**src/spq_pkg.sv**
```systemverilog
`timescale 1ns / 1ps

package spq_pkg;

   localparam int DEPTH = 16;
   localparam int CNT_W = $clog2(DEPTH + 1);
   localparam int IDX_W = $clog2(DEPTH);
   localparam int DATA_W = 32;

   typedef enum logic [1:0] {
      CMD_INSERT = 2'd0,
      CMD_LIST   = 2'd1,
      CMD_POP    = 2'd2,
      CMD_BAD    = 2'd3
   } cmd_type;

   typedef enum logic [1:0] {
      STAT_OK     = 2'd0,
      STAT_EMPTY  = 2'd1,
      STAT_FULL   = 2'd2,
      STAT_BADCMD = 2'd3
   } status_type;

   typedef enum logic [1:0] {
      S_IDLE,
      S_EXEC,
      S_LIST
   } state_type;

   // where the response register takes its data from
   typedef enum logic [1:0] {
      RSP_FLAG,
      RSP_HEAD,
      RSP_ENTRY
   } rsp_src_type;

   typedef struct packed {
      logic        load_req;
      logic        do_insert;
      logic        do_pop;
      logic        list_step;
      logic        rsp_load;
      rsp_src_type rsp_src;
      status_type  rsp_status;
   } dp_ctrl_type;

   typedef struct packed {
      cmd_type cmd;
      logic    empty;
      logic    full;
      logic    list_last;
      logic    out_free;
   } dp_stat_type;

endpackage

```
**src/spq_if.sv**
```systemverilog
`timescale 1ns / 1ps

interface spq_req_if;
   logic                                valid;
   logic                                ready;
   spq_pkg::cmd_type                    command;
   logic [spq_pkg::DATA_W-1:0]          payload;
   logic signed [spq_pkg::DATA_W-1:0]   priority_req;

   modport source (output valid, output command, output payload, output priority_req,
                   input ready);
   modport sink (input valid, input command, input payload, input priority_req,
                 output ready);
endinterface

interface spq_rsp_if;
   logic                                valid;
   logic                                ready;
   spq_pkg::status_type                 status;
   logic [spq_pkg::DATA_W-1:0]          out_payload;
   logic signed [spq_pkg::DATA_W-1:0]   out_priority;
   logic                                is_last;

   modport source (output valid, output status, output out_payload, output out_priority,
                   output is_last, input ready);
   modport sink (input valid, input status, input out_payload, input out_priority,
                 input is_last, output ready);
endinterface

```
**src/spq_ctrl.sv**
```systemverilog
`timescale 1ns / 1ps

module spq_ctrl (
   input  logic                 clock,
   input  logic                 reset,
   input  logic                 req_valid,
   output logic                 req_ready,
   input  spq_pkg::dp_stat_type stat,
   output spq_pkg::dp_ctrl_type ctrl
);
   import spq_pkg::*;

   state_type state_ff;
   state_type state_in;

   always_ff @(posedge clock) begin
      if (reset) begin
         state_ff <= S_IDLE;
      end else begin
         state_ff <= state_in;
      end
   end

   always_comb begin
      state_in        = state_ff;
      req_ready       = 1'b0;
      ctrl            = '0;
      ctrl.rsp_src    = RSP_FLAG;
      ctrl.rsp_status = STAT_OK;
      case (state_ff)
         S_IDLE: begin
            req_ready = !reset;
            if (req_valid && !reset) begin
               ctrl.load_req = 1'b1;
               state_in      = S_EXEC;
            end
         end
         S_EXEC: begin
            if (stat.out_free) begin
               ctrl.rsp_load = 1'b1;
               state_in      = S_IDLE;
               case (stat.cmd)
                  CMD_INSERT: begin
                     if (stat.full) begin
                        ctrl.rsp_status = STAT_FULL;
                     end else begin
                        ctrl.do_insert = 1'b1;
                     end
                  end
                  CMD_LIST: begin
                     if (stat.empty) begin
                        ctrl.rsp_status = STAT_EMPTY;
                     end else begin
                        ctrl.rsp_src   = RSP_ENTRY;
                        ctrl.list_step = 1'b1;
                        if (!stat.list_last) begin
                           state_in = S_LIST;
                        end
                     end
                  end
                  CMD_POP: begin
                     if (stat.empty) begin
                        ctrl.rsp_status = STAT_EMPTY;
                     end else begin
                        ctrl.rsp_src = RSP_HEAD;
                        ctrl.do_pop  = 1'b1;
                     end
                  end
                  default: begin
                     ctrl.rsp_status = STAT_BADCMD;
                  end
               endcase
            end
         end
         S_LIST: begin
            if (stat.out_free) begin
               ctrl.rsp_load  = 1'b1;
               ctrl.rsp_src   = RSP_ENTRY;
               ctrl.list_step = 1'b1;
               if (stat.list_last) begin
                  state_in = S_IDLE;
               end
            end
         end
         default: begin
            state_in = S_IDLE;
         end
      endcase
   end

endmodule

```
**src/spq_datapath.sv**
```systemverilog
`timescale 1ns / 1ps

module spq_datapath (
   input  logic                              clock,
   input  logic                              reset,
   input  spq_pkg::dp_ctrl_type              ctrl,
   output spq_pkg::dp_stat_type              stat,
   input  spq_pkg::cmd_type                  req_command,
   input  logic [spq_pkg::DATA_W-1:0]        req_payload,
   input  logic signed [spq_pkg::DATA_W-1:0] req_priority,
   input  logic                              rsp_ready,
   output logic                              rsp_valid,
   output spq_pkg::status_type               rsp_status,
   output logic [spq_pkg::DATA_W-1:0]        rsp_payload,
   output logic signed [spq_pkg::DATA_W-1:0] rsp_priority,
   output logic                              rsp_last
);
   import spq_pkg::*;

   // latched request
   cmd_type                  cmd_ff;
   logic [DATA_W-1:0]        pay_ff;
   logic signed [DATA_W-1:0] pri_ff;

   // sorted slots, head at index 0
   logic [DATA_W-1:0]        slot_pay_ff [DEPTH];
   logic signed [DATA_W-1:0] slot_pri_ff [DEPTH];
   logic [DATA_W-1:0]        prev_pay [DEPTH];
   logic signed [DATA_W-1:0] prev_pri [DEPTH];
   logic [DATA_W-1:0]        next_pay [DEPTH];
   logic signed [DATA_W-1:0] next_pri [DEPTH];

   logic [CNT_W-1:0] fill_count_ff;
   logic [CNT_W-1:0] fill_count_in;
   logic [IDX_W-1:0] list_idx_ff;
   logic [IDX_W-1:0] list_idx_in;

   logic                     rsp_valid_ff;
   status_type               rsp_status_ff;
   logic [DATA_W-1:0]        rsp_pay_ff;
   logic signed [DATA_W-1:0] rsp_pri_ff;
   logic                     rsp_last_ff;

   logic [DEPTH-1:0] ge;
   logic [DEPTH-1:0] ge_prev;
   logic             list_last;

   // neighbor wiring for the shift paths
   for (genvar g = 0; g < DEPTH; g++) begin : g_nb
      if (g == 0) begin : g_first
         assign prev_pay[g] = '0;
         assign prev_pri[g] = '0;
      end else begin : g_mid
         assign prev_pay[g] = slot_pay_ff[g-1];
         assign prev_pri[g] = slot_pri_ff[g-1];
      end
      if (g == DEPTH - 1) begin : g_tail
         assign next_pay[g] = slot_pay_ff[g];
         assign next_pri[g] = slot_pri_ff[g];
      end else begin : g_inner
         assign next_pay[g] = slot_pay_ff[g+1];
         assign next_pri[g] = slot_pri_ff[g+1];
      end
   end

   // ge marks occupied slots that stay ahead of the new entry (ties keep arrival order)
   always_comb begin
      for (int i = 0; i < DEPTH; i++) begin
         ge[i] = (CNT_W'(i) < fill_count_ff) && (slot_pri_ff[i] >= pri_ff);
      end
      ge_prev = {ge[DEPTH-2:0], 1'b1};
   end

   assign list_last = (CNT_W'(list_idx_ff) + CNT_W'(1)) == fill_count_ff;

   always_ff @(posedge clock) begin
      if (ctrl.load_req) begin
         cmd_ff <= req_command;
         pay_ff <= req_payload;
         pri_ff <= req_priority;
      end
   end

   always_ff @(posedge clock) begin
      for (int i = 0; i < DEPTH; i++) begin
         if (ctrl.do_insert && !ge[i]) begin
            if (ge_prev[i]) begin
               slot_pay_ff[i] <= pay_ff;
               slot_pri_ff[i] <= pri_ff;
            end else begin
               slot_pay_ff[i] <= prev_pay[i];
               slot_pri_ff[i] <= prev_pri[i];
            end
         end else if (ctrl.do_pop) begin
            slot_pay_ff[i] <= next_pay[i];
            slot_pri_ff[i] <= next_pri[i];
         end
      end
   end

   always_comb begin
      fill_count_in = fill_count_ff;
      if (ctrl.do_insert) begin
         fill_count_in = fill_count_ff + CNT_W'(1);
      end else if (ctrl.do_pop) begin
         fill_count_in = fill_count_ff - CNT_W'(1);
      end
      list_idx_in = list_idx_ff;
      if (ctrl.list_step) begin
         list_idx_in = list_last ? '0 : list_idx_ff + IDX_W'(1);
      end
   end

   always_ff @(posedge clock) begin
      if (reset) begin
         fill_count_ff <= '0;
         list_idx_ff   <= '0;
         rsp_valid_ff  <= 1'b0;
      end else begin
         fill_count_ff <= fill_count_in;
         list_idx_ff   <= list_idx_in;
         if (ctrl.rsp_load) begin
            rsp_valid_ff <= 1'b1;
         end else if (rsp_ready) begin
            rsp_valid_ff <= 1'b0;
         end
      end
   end

   always_ff @(posedge clock) begin
      if (ctrl.rsp_load) begin
         case (ctrl.rsp_src)
            RSP_HEAD: begin
               rsp_status_ff <= STAT_OK;
               rsp_pay_ff    <= slot_pay_ff[0];
               rsp_pri_ff    <= slot_pri_ff[0];
               rsp_last_ff   <= 1'b1;
            end
            RSP_ENTRY: begin
               rsp_status_ff <= STAT_OK;
               rsp_pay_ff    <= slot_pay_ff[list_idx_ff];
               rsp_pri_ff    <= slot_pri_ff[list_idx_ff];
               rsp_last_ff   <= list_last;
            end
            default: begin
               rsp_status_ff <= ctrl.rsp_status;
               rsp_pay_ff    <= '0;
               rsp_pri_ff    <= '0;
               rsp_last_ff   <= 1'b1;
            end
         endcase
      end
   end

   assign stat.cmd       = cmd_ff;
   assign stat.empty     = fill_count_ff == '0;
   assign stat.full      = fill_count_ff == CNT_W'(DEPTH);
   assign stat.list_last = list_last;
   assign stat.out_free  = !rsp_valid_ff || rsp_ready;

   assign rsp_valid    = rsp_valid_ff;
   assign rsp_status   = rsp_status_ff;
   assign rsp_payload  = rsp_pay_ff;
   assign rsp_priority = rsp_pri_ff;
   assign rsp_last     = rsp_last_ff;

endmodule

```
**src/sorted_priority_queue.sv**
```systemverilog
// sequence: a request is latched in the idle state and its first result is registered from
//   the execute state once the result register is free (insert, pop, empty, bad command)
// throughput: a request is executed before the next is taken; a list streams one entry
//   per cycle from the slot read mux while the result register is free; a stalled result adds its wait
// reset: synchronous, active high; clears the state machine, fill count, list index and
//   result valid (slot contents are left as they are and are only read below the fill count)
`timescale 1ns / 1ps

module sorted_priority_queue (
   input logic   clock,
   input logic   reset,
   spq_req_if.sink   req_ch,
   spq_rsp_if.source rsp_ch
);
   import spq_pkg::*;

   // command and status between the controller and the datapath
   dp_ctrl_type ctrl;
   dp_stat_type stat;

   // controller: idle / execute / list-stream sequencer
   //   idle takes a request, execute runs insert, pop or the first list entry,
   //   list keeps streaming one entry per free output slot
   spq_ctrl u_ctrl (
      .clock     (clock),
      .reset     (reset),
      .req_valid (req_ch.valid),
      .req_ready (req_ch.ready),
      .stat      (stat),
      .ctrl      (ctrl)
   );

   // datapath: sorted slot registers with parallel compare for the insert point,
   // neighbor shifts for insert and pop, and the result register that decouples
   // the result side so a new request can be taken while a result waits
   spq_datapath u_dp (
      .clock        (clock),
      .reset        (reset),
      .ctrl         (ctrl),
      .stat         (stat),
      .req_command  (req_ch.command),
      .req_payload  (req_ch.payload),
      .req_priority (req_ch.priority_req),
      .rsp_ready    (rsp_ch.ready),
      .rsp_valid    (rsp_ch.valid),
      .rsp_status   (rsp_ch.status),
      .rsp_payload  (rsp_ch.out_payload),
      .rsp_priority (rsp_ch.out_priority),
      .rsp_last     (rsp_ch.is_last)
   );

endmodule

```
**src/flat_wrapper.sv**
```systemverilog
// flat-port wrapper written by rule: the top's interface ports become plain ports
module sorted_priority_queue_flat import spq_pkg::*;
  (clock, reset, req_ch_valid, req_ch_command, req_ch_payload, req_ch_priority_req, req_ch_ready, rsp_ch_valid, rsp_ch_status, rsp_ch_out_payload, rsp_ch_out_priority, rsp_ch_is_last, rsp_ch_ready);
  spq_req_if req_ch_i ();
  spq_rsp_if rsp_ch_i ();
  input logic clock;
  input logic reset;
  input wire logic [$bits(req_ch_i.valid)-1:0] req_ch_valid;
  input wire logic [$bits(req_ch_i.command)-1:0] req_ch_command;
  input wire logic [$bits(req_ch_i.payload)-1:0] req_ch_payload;
  input wire logic [$bits(req_ch_i.priority_req)-1:0] req_ch_priority_req;
  output wire logic [$bits(req_ch_i.ready)-1:0] req_ch_ready;
  output wire logic [$bits(rsp_ch_i.valid)-1:0] rsp_ch_valid;
  output wire logic [$bits(rsp_ch_i.status)-1:0] rsp_ch_status;
  output wire logic [$bits(rsp_ch_i.out_payload)-1:0] rsp_ch_out_payload;
  output wire logic [$bits(rsp_ch_i.out_priority)-1:0] rsp_ch_out_priority;
  output wire logic [$bits(rsp_ch_i.is_last)-1:0] rsp_ch_is_last;
  input wire logic [$bits(rsp_ch_i.ready)-1:0] rsp_ch_ready;
  assign req_ch_i.valid = req_ch_valid;
  assign req_ch_i.command = req_ch_command;
  assign req_ch_i.payload = req_ch_payload;
  assign req_ch_i.priority_req = req_ch_priority_req;
  assign req_ch_ready = req_ch_i.ready;
  assign rsp_ch_valid = rsp_ch_i.valid;
  assign rsp_ch_status = rsp_ch_i.status;
  assign rsp_ch_out_payload = rsp_ch_i.out_payload;
  assign rsp_ch_out_priority = rsp_ch_i.out_priority;
  assign rsp_ch_is_last = rsp_ch_i.is_last;
  assign rsp_ch_i.ready = rsp_ch_ready;
  sorted_priority_queue u_core (.clock(clock), .reset(reset), .req_ch(req_ch_i), .rsp_ch(rsp_ch_i));
endmodule
```
**config.mk**
```make
export PLATFORM = sky130hd
export DESIGN_NAME = sorted_priority_queue_flat
export DESIGN_NICKNAME = d
export VERILOG_FILES = /design/src/spq_pkg.sv /design/src/spq_if.sv /design/src/spq_ctrl.sv /design/src/spq_datapath.sv /design/src/sorted_priority_queue.sv /design/src/flat_wrapper.sv
export SDC_FILE = /design/constraint.sdc
export NUM_CORES = 2
export LEC_CHECK = 0
export BUFFER_PORTS_ARGS = -buffer_cell sky130_fd_sc_hd__clkbuf_2
export CAP_MARGIN = 20
export CORE_MARGIN = 4
export CORE_UTILIZATION = 35
export CTS_CLUSTER_DIAMETER = 40
export DETAILED_ROUTE_END_ITERATION = 12
export SYNTH_ARGS = -nofsm -noshare
export SYNTH_HDL_FRONTEND = slang
export SYNTH_SLANG_ARGS = --single-unit
```
**constraint.sdc**
```tcl
create_clock -name clock -period 8.9 [get_ports clock]
set_clock_uncertainty 0.1 [all_clocks]
set_input_delay 0.89 -clock clock [delete_from_list [all_inputs] [get_ports clock]]
set_output_delay 0.89 -clock clock [all_outputs]
set_load 0.03 [all_outputs]
```
# Word-level counts from Yosys, hierarchy flattened
# Memory sizes are Yosys's and may differ from the RTL's. A register that Yosys moved wholly into a read port is not among the register bits.
# Cells that the tools add are included.
[word_totals]
regBits = 145
mem_bits_rw = 1024
inputBits = 70
output_inout_bits = 69
word_cells = 409
n_memories = 2
[op_classes]
add_sub_neg = 4
order_cmp = 32
eq_ne = 12
muxes = 224
n_bitwise = 64
reduce_logical = 60
[mem_list]
columns = ["name", "depth", "width", "read_ports", "rd_clocked_by_memory_dff", "wr", "line", "rtl"]
rows = [
  ["u_core.u_dp.slot_pay_ff", 16, 32, 17, 1, 16, "spq_datapath.sv:26", "logic [DATA_W-1:0] slot_pay_ff [DEPTH];"],
  ["u_core.u_dp.slot_pri_ff", 16, 32, 17, 1, 16, "spq_datapath.sv:27", "logic signed [DATA_W-1:0] slot_pri_ff [DEPTH];"],
]
[op_table]
columns = ["op", "count"]
rows = [
  ["$mux 32", 62],
  ["$ge 32x32->1", 16],
  ["$mux 1", 137],
  ["$pmux 32 s2", 2],
  ["$or 1x1->1", 62],
  ["$lt 4x5->1 const A", 8],
  ["$logic_and 1x1->1", 33],
  ["$mux 4", 6],
  ["$lt 3x5->1 const A", 4],
  ["$mux 2", 10],
  ["$logic_not 1->1", 18],
  ["$lt 1x5->1 const A", 2],
  ["$lt 2x5->1 const A", 2],
  ["$mux 5", 2],
  ["$mux 8", 1],
  ["$pmux 2 s2", 2],
  ["$pmux 4 s2", 1],
  ["$eq 2x1->1 const B", 3],
  ["$eq 2x2->1 const B", 3],
  ["$pmux 2 s3", 1],
  ["$add 4x1->5 const B", 1],
  ["$add 5x1->5 const B", 1],
  ["$eq 5x5->1", 1],
  ["$eq 5x5->1 const B", 1],
  ["other kinds (12)", 17],
]

# Depth between registers and ports, before layout
[logic_depth]
word_depth = 10
depth_mapped = 14
ltp_nobuf = 11

# Modules after synthesis
# From an unflattened synthesis, not the netlist that was laid out.
[unflattened]
hier_cells = 5959
area_unflattened_um2 = 74355.1
[by_module_without_submodules]
columns = ["module", "instances", "cells_each", "area_each_um2", "seq_area_each_um2"]
rows = [
  ["spq_datapath", 1, 5916, 74038.5, 35023.6],
  ["spq_ctrl", 1, 43, 316.6, 40.0],
]

# Worst setup path after synthesis
# No wires, ideal clock.
[synth_timing]
path_kind = "register to register"
startpoint = "register u_core.u_dp.pri_ff[14]"
endpoint = "memory u_core.u_dp.slot_pay_ff[10][0], enable pin"
setup_time_ns = 0.574
arrival_time_ns = 7.489
required_time_ns = 8.226
slack_ns = 0.737
path_stages_with_launch = 11
path_buffers = 1
cell_sequence = "edfxtp_1 inv_1 clkbuf_1 ha_1 and3_1 a221oi_2 o21ai_1 a2111o_1 a2111oi_2 a221oi_2 o21ai_0"
[synth_rtl]
columns = ["item", "line", "rtl"]
rows = [
  ["from (decl)", "spq_datapath.sv:23", "logic signed [DATA_W-1:0] pri_ff;"],
  ["from (signal assigned)", "spq_datapath.sv:80", "pri_ff <= req_priority;"],
  ["to (decl)", "spq_datapath.sv:26", ""],
]

==> results.toml <==
[yosys]
synthTopCellsByArea = "edfxtp_1 (47%), mux4_2 (9.8%), ha_1 (8.9%)"
seq_area_frac_synth = 0.479
ys_warn_count = 0
synth_top_cell_area_share = 0.474
avgSynthCellArea_um2 = 12.5
synth-main-ff-cell = "edfxtp_1"
synth_cell_types = 76
synth_edf_count = 1157
yosysMostFrequentCell = "edfxtp_1"
synthTopCellsByCount = "edfxtp_1 (1157), ha_1 (524), a22oi_1 (512), o31ai_1 (392), clkbuf_1 (355)"
async_reset_ff_frac = 0
synth-seq-cells = 1173
synth_top_cell_by_area = "edfxtp_1"
synthesis.nets = 6466
syn-cell-area_mm2 = 0.0733
postSynthCellCount = 5872

[timing]
final.period_utilization = 0.686
rsz0062_at_grt = "no"
fin_tns_setup_ns = 0
hold_slack_ns = 0.117
slew_headroom = 0.150
drv_slew = 0
finalCriticalPeriod_ns = 6.10
hold_viol = 0
setup-violations-final = 0
worst_pin_slew_ns = 1.26
clock.fmax_mhz = 164

[floorplanning]
row_count = 167
io_pins = 139
initial_utilization = 0.353
die_height_um = 466
coreArea_mm2 = 0.208
die_x_um = 466
die-area_mm2 = 0.217

[route]
vias = 58900
drc_errors = 0
wl_per_cell_um = 32.8
drtIter0Drc = 9550
finalWirelength_um = 288000
drt-pass1-iter-count = 6
drtAntennaViolNets = 0
viasPerCell = 6.71

[finish]
finish.utilization = 0.403
layout-drive-gt1-share = 0.191
area_growth_pct = 14.3
num-nets-final = 6406
fin_area_mm2 = 0.0837
n_fill_cell = 19400

[worst_setup_path]
slowest_stage = "or2_4"
required_ns = 9.34
r2r_end = "u_core.u_dp.slot_pri_ff[15][6]"
r2r-start = "u_core.u_dp.pri_ff[30]"
critPathLaunch = "u_core.u_dp.pri_ff[30]"
cpPeakStageDelay_ns = 0.87
cp-end-kind = "flop"
cp_max_fo = 40
path_cells = "inv_1 -> buf_4 -> ha_1 -> nand4_1 -> nor4_1 -> nand2_1 -> nor4_1 -> a21oi_1 -> a21oi_1 -> nand2b_1 -> or2_4 -> buf_4 -> mux2_2"
critPathLaunchType = "flop"
rr_worst_depth = 13
crit_path_end = "u_core.u_dp.slot_pri_ff[15][6]"
critPathKind = "flop to flop"
rrSetupSlack_ns = 2.80
arrival_ns = 6.54

[clock_network]
post-cts-setup-buffers = 0
cts-buffers-inserted = 196
cts.clk_slew.worst_paths_ns = 0.06
root_buffer = "clkbuf_16"
clock_path_buffers = 3
htree_num_levels = 4
cts_hold_buf = 0
cts_sinks = 1173
cts_tree = "built"
clk-insertion-delay-late_ns = 0.85
cts_resized = 0

[placement]
place_congestion = 0.974
io_buffers = 138
post_dp_cell_area_mm2 = 0.0767
dp_hpwl_um = 181000

[global_route]
grt_pass1_wl_um = 410000
grt_pass1_vias = 55600
grt_max_degree = 102
track_usage = 0.257
antenna_found_initial = 10
grt_overflow = 0

[worst_hold_path]
hp-class = "input pin to flop"
min_delay_path_depth = 1

[flow_run]
cap_violations = 0

[power]
p_total_mw = 15.8
powerDensity_mw_per_mm2 = 189
peakVddDrop_mv = 0.200
cellLeakagePower_nw = 28.5

[status]
outcome = "completed"
==> layout make-up <==
class / count / area, um2 / area share
Clock inverter: 150 / 1880 / 0.0224
Antenna cell: 4 / 10.0 / 0.000120
Multi-Input combinational cell: 3980 / 35600 / 0.425
Clock buffer: 219 / 5040 / 0.0602
Timing Repair Buffer: 288 / 1970 / 0.0235
Sequential cell: 1173 / 35100 / 0.419
Tap cell: 2788 / 3490 / 0.0417
Inverter: 173 / 652 / 0.00779
==> flip-flops by register name, indices dropped and copies added, names as in the netlist, 4 cells and up, named ones only <==
signal                     cells
u_core.u_dp.fill_count_ff      5
u_core.u_dp.list_idx_ff        4
u_core.u_dp.pay_ff            32
u_core.u_dp.pri_ff            32
u_core.u_dp.rsp_payload       32
u_core.u_dp.rsp_priority      32
u_core.u_dp.slot_pay_ff      512
u_core.u_dp.slot_pri_ff      512
==> through the flow <==
stage,setup slack [ns],cells
floorplan,0.737,5872
global placement,2.91,8399
detailed placement,2.94,8400
CTS,2.90,8769
global route,2.73,8771
finish,2.80,8775
==> worst max-delay path, delay by kind of cell, from the launching register on <==
| family | cells | cell delay (ns) |
|---|---|---|
| simple gates | 6 | 2.79 |
| flops | 1 | 0.51 |
| compound gates | 2 | 0.52 |
| fa+ha+maj | 1 | 0.23 |
| mux | 1 | 0.40 |
| buf+inv | 3 | 1.19 |
==> kinds of logic (layout without fill, tap and decap cells) <==
| kind of cell | after synthesis | after routing | share of synthesized area |
|---|---|---|---|
| other | 0 | 4 | 0 |
| multiplexers | 578 | 578 | 0.136 |
| buffers and inverters | 719 | 830 | 0.0409 |
| flip-flops | 1173 | 1173 | 0.479 |
| adder cells (fa/ha/maj) | 524 | 524 | 0.0895 |
| AO/OA/AOI/OAI | 1911 | 1911 | 0.191 |
| AND/OR/NAND/NOR | 958 | 958 | 0.0629 |
| XOR/XNOR | 9 | 9 | 0.00108 |
==> power breakdown <==
part	internal, mW	total [mW]	switching [mW]
Sequential	6.30	6.47	0.176
Clock	4.92	8.02	3.10
Combinational	0.487	1.32	0.833
Total	11.7	15.8	4.11
==> layout by cell type (no fill, tap or decap), types with 20 or more instances in the layout <==
cell type / Yosys / layout
a221oi_1: 70 / 70
a21o_1: 96 / 96
nand3_1: 38 / 38
ha_1: 524 / 522
nor2_1: 329 / 327
o31ai_1: 392 / 392
buf_4: 8 / 139
o21ai_0: 101 / 91
a22oi_1: 512 / 512
mux2_2: 129 / 128
mux2i_1: 129 / 129
inv_1: 173 / 171
clkbuf_1: 355 / 20
clkbuf_16: 0 / 198
a21oi_1: 314 / 309
o211ai_1: 25 / 25
nor3_1: 279 / 275
clkbuf_2: 0 / 138
mux4_2: 320 / 320
a221o_1: 258 / 258
nand4_1: 106 / 106
clkinvlp_4: 0 / 31
nor2b_1: 24 / 22
o21ai_1: 44 / 43
nand2_1: 97 / 90
a211oi_1: 21 / 21
inv_6: 0 / 26
clkinv_2: 0 / 20
edfxtp_1: 1157 / 1157
bufinv_16: 0 / 26
==> per-layer routing <==
| metal | track usage | vias up | part of all wire |
|---|---|---|---|
| met2 | 0.383 | 4332 | 0.44 |
| met1 | 0.351 | 29500 | 0.39 |
| met4 | 0.115 | 10 | 0.050 |
| met3 | 0.0675 | 722 | 0.12 |
| met5 | 0 | - | 0.00027 |
| li1 | - | 24300 | - |
==> worst min-delay path by stage <==
stage,startpoint,endpoint,slack [ns]
after floorplan,u_core.u_ctrl.state_ff[1],u_core.u_ctrl.state_ff[1],0.39
after global placement,u_core.u_ctrl.state_ff[1],u_core.u_ctrl.state_ff[1],0.41
after detailed placement,u_core.u_ctrl.state_ff[1],u_core.u_ctrl.state_ff[1],0.43
after CTS,req_ch_payload[7],u_core.u_dp.pay_ff[7],0.06
after global routing,req_ch_payload[9],u_core.u_dp.pay_ff[9],0.08
final,req_ch_payload[9],u_core.u_dp.pay_ff[9],0.12
Power figures use the tool's default switching activity.
